[src/hw/rtl/aou_sqrt.sv]
// Pipelined integer square root, rounding down, one root bit per stage.
// No package dependency.
`default_nettype none

module aou_sqrt #(
	parameter int XW = 64
) (
	input  wire logic              clk,
	input  wire logic [XW-1:0]     x_in,
	output logic      [XW/2-1:0]   root_out
);

	localparam int QW = XW / 2;
	localparam int RW = QW + 4;

	logic [RW-1:0] rem_q  [QW];
	logic [XW-1:0] x_q    [QW];
	logic [QW-1:0] root_q [QW];

	for (genvar k = 0; k < QW; k++) begin : g_stage
		logic [RW-1:0] rem_p;
		logic [XW-1:0] x_p;
		logic [QW-1:0] root_p;
		logic [RW-1:0] r4;
		logic [RW-1:0] trial;

		if (k == 0) begin : g_first
			assign rem_p  = '0;
			assign x_p    = x_in;
			assign root_p = '0;
		end else begin : g_next
			assign rem_p  = rem_q[k-1];
			assign x_p    = x_q[k-1];
			assign root_p = root_q[k-1];
		end

		// Bring down the next pair of radicand bits and try 4r+1.
		always_comb begin
			r4    = {rem_p[RW-3:0], x_p[XW-1:XW-2]};
			trial = {2'b00, root_p, 2'b01};
		end

		always_ff @(posedge clk) begin
			if (r4 >= trial) begin
				rem_q[k]  <= r4 - trial;
				root_q[k] <= {root_p[QW-2:0], 1'b1};
			end else begin
				rem_q[k]  <= r4;
				root_q[k] <= {root_p[QW-2:0], 1'b0};
			end
			x_q[k] <= {x_p[XW-3:0], 2'b00};
		end
	end

	assign root_out = root_q[QW-1];

endmodule

`default_nettype wire

[config.mk]
export PLATFORM = sky130hd
export DESIGN_NAME = aou_sqrt
export DESIGN_NICKNAME = d
export VERILOG_FILES = /design/src/hw/rtl/aou_sqrt.sv
export SDC_FILE = /design/constraint.sdc
export NUM_CORES = 2
export LEC_CHECK = 0
export BUFFER_PORTS_ARGS = -buffer_cell sky130_fd_sc_hd__buf_2
export CORE_MARGIN = 10
export CORE_UTILIZATION = 30
export CTS_BUF_LIST = sky130_fd_sc_hd__clkbuf_16
export CTS_CLUSTER_DIAMETER = 120
export DETAILED_ROUTE_END_ITERATION = 7
export HOLD_SLACK_MARGIN = 0.05
export PLACE_DENSITY = 0.55
export SETUP_SLACK_MARGIN = 0.5
export SKIP_LAST_GASP = 1
export SLEW_MARGIN = 25
export SYNTH_ARGS = -nofsm -noshare
export SYNTH_HDL_FRONTEND = slang
export SYNTH_MEMORY_MAX_BITS = 65536
export SYNTH_SLANG_ARGS = --single-unit
[constraint.sdc]
create_clock -name clk -period 4 [get_ports clk]
set_input_delay 0.6 -clock clk [delete_from_list [all_inputs] [get_ports clk]]
set_output_delay 0.6 -clock clk [all_outputs]
set_load 0.05 [all_outputs]
; Yosys cells after proc, flatten, opt, wreduce, memory -nomap -nowiden
; Memory sizes are Yosys's and may differ from the RTL's.
; Index checks and enable logic that the tools add are counted.
[word_totals]
register_bits = 0
ram_bits = 4160
input_bits = 65
output_inout_bits = 32
word_cells = 291
memories = 3
[op_classes]
add_sub_neg = 32
n_lt_le_gt_ge = 32
mux = 160
n_bitwise = 64
[memory_table]
columns = memory, depth, word_bits, read_ports, rd_ports_with_merged_regs, write_ports, line_no
row1 = x_q, 32, 62, 31, 0, 32, 17  ; logic [XW-1:0] x_q [QW];
row2 = rem_q, 32, 36, 31, 0, 32, 16  ; logic [RW-1:0] rem_q [QW];
row3 = root_q, 32, 32, 32, 0, 32, 18  ; logic [QW-1:0] root_q [QW];
[op_table]
columns = operator, count
row1 = $mux 36, 32
row2 = $ge 36x34->1, 31
row3 = $sub 36x34->36, 31
row4 = $mux 32, 32
row5 = $mux 1, 96
row6 = $or 1x1->1, 64
row7 = $sub 2x1->3 const B, 1
row8 = $ge 2x1->1 const B, 1

; Logic depth before layout (Yosys ltp)
; An unclocked memory read counts as a cell.
[depth]
word_depth = 5
depth_mapped = 14
ltp_nobuf = 14

; Least setup slack after synthesis
; No wires, ideal clock.
[synth_path]
path_kind = flip-flop to flip-flop
start = memory root_q[1][161] (netlist bit)
end = memory rem_q[1][245] (netlist bit)
setup_ns = 0.072
arrival_time_ns = 3.151
t_required_ns = 3.928
path_slack_ns = 0.777
path_stages_with_launch = 13
n_path_buf = 0
synth_period_minus_slack_ns = 3.223
cell_sequence = dfxtp_1 > inv_1 > ha_1 > o21ai_0 > a22oi_1 > a2111oi_0 > o41ai_1 > a221oi_1 > nand3b_1 > nand2_1 > a2111o_1 > nor3_1 > xor2_1
[synth_rtl]
columns = element, line_no
row1 = start: declaration, 18
row2 = end: declaration, 16

==> results.toml <==
[power]
p_seq_share_pct = 47.0
power_leakage_nw = 49.9
combPwrFrac_pct = 15.0
p_sw_share_pct = 28.2
switching_power_mw = 19.4
pwr-share-clk_pct = 38.0
ir_drop_uv = 441
intPower_mw = 49.6
power_density_nw_per_um2 = 639

[cells_and_area]
stdcell_area_sq_um = 108000
drive_gt1_share_pct = 8.81
final_nets = 10000
area_growth_pct = 18.2
fillCellCount = 30100

[synthesis]
yosys_warnings = 0
synth-edff-count = 0
async_flop_share_pct = 0
synth.avg_cell_area_sq_um = 10.2
seq_area_frac_synth_pct = 55.2
netlist.area_leader.share_pct = 55.2
netlist_area_sq_um = 91500
syn_nets = 9629
synth.top_cells.by_count = "dfxtp_1, inv_1, nand2_1, o21ai_0, ha_1"
ys.flop_type = "dfxtp_1"
synthTopCellsByArea = "dfxtp_1, ha_1, xor2_1"
yosysMostFrequentCell = "dfxtp_1"
synth-seq-cells = 2523
synth_cells = 9002
synth_top_area_cell = "dfxtp_1"
synth_cell_types = 98

[timing]
relSlewSlack_pct = 31.3
fin_ws_ns = 0.564
setup_viol = 0
hold_ws_ns = 0.285
rsz0062_at_grt = "true"
post-route-period-util_pct = 85.9
drv_slew = 0
skew_ns = 0.0787
clock.fmax_ghz = 0.291
final_hold_viol_count = 0
worstMarginPinSlew_ns = 1.03
finalCriticalPeriod_ns = 3.44

[placed_design]
place_area_sq_um = 97100
dp_hpwl_um = 149000
dp_slack_ns = 0.168
gp_congestion = 0.888
portBuffers = 96

[clock_tree]
numCtsBuffers = 287
clk_pin_slew_ns = 0.06
cts_tree = "yes"
cts.htree.levels = 5
insertion_delay_ns = 0.90
clock-root-buffer = "clkbuf_16"
numClockSinks = 2523
ctsLongestPathBuffers = 4

[routing]
antenna_left = 0
drt-total-wl_um = 200000
wire_per_inst_um = 14.7
viasPerCell = 4.56
vias = 62000
firstDrtPassIters = 8
drt_iter0_drc = 3988
drc_errors = 0

[critical_path]
cp_top_family = "compound AO/OA/AOI/OAI gates"
crit_buf_inv = 3
path_class = "flop to flop"
required_ns = 4.80
slowest_delay_ns = 0.49
endpoint_kind = "flop"
arrival_ns = 4.24
path_cells = "inv_1, ha_1, nand3_1, nor2_1, o221ai_1, a31oi_1, o21ai_0, nand2_1, a21boi_4, buf_4, a2111oi_2, buf_4, xor2_1"
worst_path_max_delay_cell = "a2111oi_2"
crit_path_start_kind = "flop"
cp_max_fo = 6
cpMostUsedCell = "buf_4"

[status]
status = "finished, final reports clean"

[global_routing]
grt_pass1_wl_um = 321000
grt_max_degree = 53
antenna_found_initial = 2
met3_usage_pct = 1.89
busiest_layer = "met2"
grt_overflow = 0
grt_use_met1_pct = 14.4
use_met2_pct = 20.0
grt_usage_pct = 11.7
grt_pass1_vias = 61900

[floorplanning]
die_h_um = 572
num_rows = 202
core_sq_um = 303000
ios = 97
start_util_pct = 30.2
dieArea_sq_um = 327000
dieWidth_um = 572

[job]
drv_cap = 0

[min_path]
min_path_type = "flop to flop"
[worst reg2reg max path, cell delays in order (launching register included)]
cell,delay [ns]
dfxtp_1,0.40
inv_1,0.07
ha_1,0.39
nand3_1,0.10
nor2_1,0.19
o221ai_1,0.26
a31oi_1,0.47
o21ai_0,0.21
nand2_1,0.19
a21boi_4,0.12
buf_4,0.15
a2111oi_2,0.49
buf_4,0.20
xor2_1,0.14
[registers in the layout, summed over array words and instances (netlist names)]
name    count
rem_q    1003
root_q    528
x_q       992
[path summary, 6_finish.rpt]
kind,startpoint,slack (ns),cells after the start,to
setup / recovery,root_q[1][390],0.56,13,rem_q[1][500]
hold / removal,x_q[0][291],0.29,0,x_q[0][355]
setup reg to reg,root_q[1][390],0.56,13,rem_q[1][500]
hold reg to reg,x_q[0][291],0.29,0,x_q[0][355]
[power groups by stage]
stage / clock, mW / sequential, mW / combinational (mW)
6_report: 26.3 / 32.5 / 10.3
5_1_grt: 28.3 / 32.9 / 11.6
4_1_cts: 27.3 / 32.4 / 10.2
3_5_place_dp: 0 / 32.9 / 10.1
3_3_place_gp: 0 / 32.9 / 9.91
2_1_floorplan: 0 / 31.8 / 7.87
[what timing repair did]
item	in CTS	in global routing
hold endpoints to repair	65	0
resized for setup	27	108
setup endpoints to repair	85	349
hold buffers	65	0
setup buffers	1	19
pin swaps	1	19
cloned	1	1
[layout make-up]
type	instances	area, sq um	share of cell area (%)
Timing Repair Buffer	262	2010	1.86
Timing Repair inverter	1	7.51	0.00695
Tap cell	3978	4980	4.60
Multi-Input combinational cell	5591	38300	35.4
Clock buffer	293	7330	6.78
Antenna cell	7	17.5	0.0162
Clock inverter	218	2240	2.07
Inverter	726	2730	2.52
Sequential cell	2523	50500	46.7
[routing by layer]
metal	wire (um)	part of all wire (%)	vias to the layer above
met5	0	0	-
met4	9720	4.9	0
met3	8790	4.4	524
met2	92700	46	1382
met1	89000	44	28600
li1	-	-	31500
[placed cells by master (no fill, tap or decap), drive strengths merged, types with 229 or more instances in the layout]
cell type / netlist / layout
o21ai: 581 / 581
nor2: 456 / 456
xor2: 440 / 440
xnor2: 411 / 411
inv: 725 / 781
a21oi: 498 / 498
a21o: 248 / 248
dfxtp: 2523 / 2523
nor3: 229 / 229
nand2: 718 / 718
clkbuf: 138 / 293
ha: 562 / 562
[stage by stage]
step                util [%]  setup TNS [ns]  instances  power, mW
global route            35.6               0      13600       72.8
global placement        32.0         -0.0220      13000       42.8
CTS                     35.4               0      13600       70.0
detailed placement      32.0               0      13000       43.0
finish                  35.6               0      13600       69.1
floorplan                  -               0       9002       39.6
[logic make-up (layout without fill, tap and decap cells)]
group	Yosys count	after routing	share of synthesized area [%]
AO/OA/AOI/OAI	1808	1808	12.1
XOR/XNOR	851	851	8.16
adder cells (fa/ha/maj)	562	562	7.69
buffers and inverters	889	1500	3.69
flip-flops	2523	2523	55.2
multiplexers	47	47	0.568
other	1	8	0.00410
AND/OR/NAND/NOR	2321	2322	12.5
Note: power is estimated with default switching activity, not from simulation.
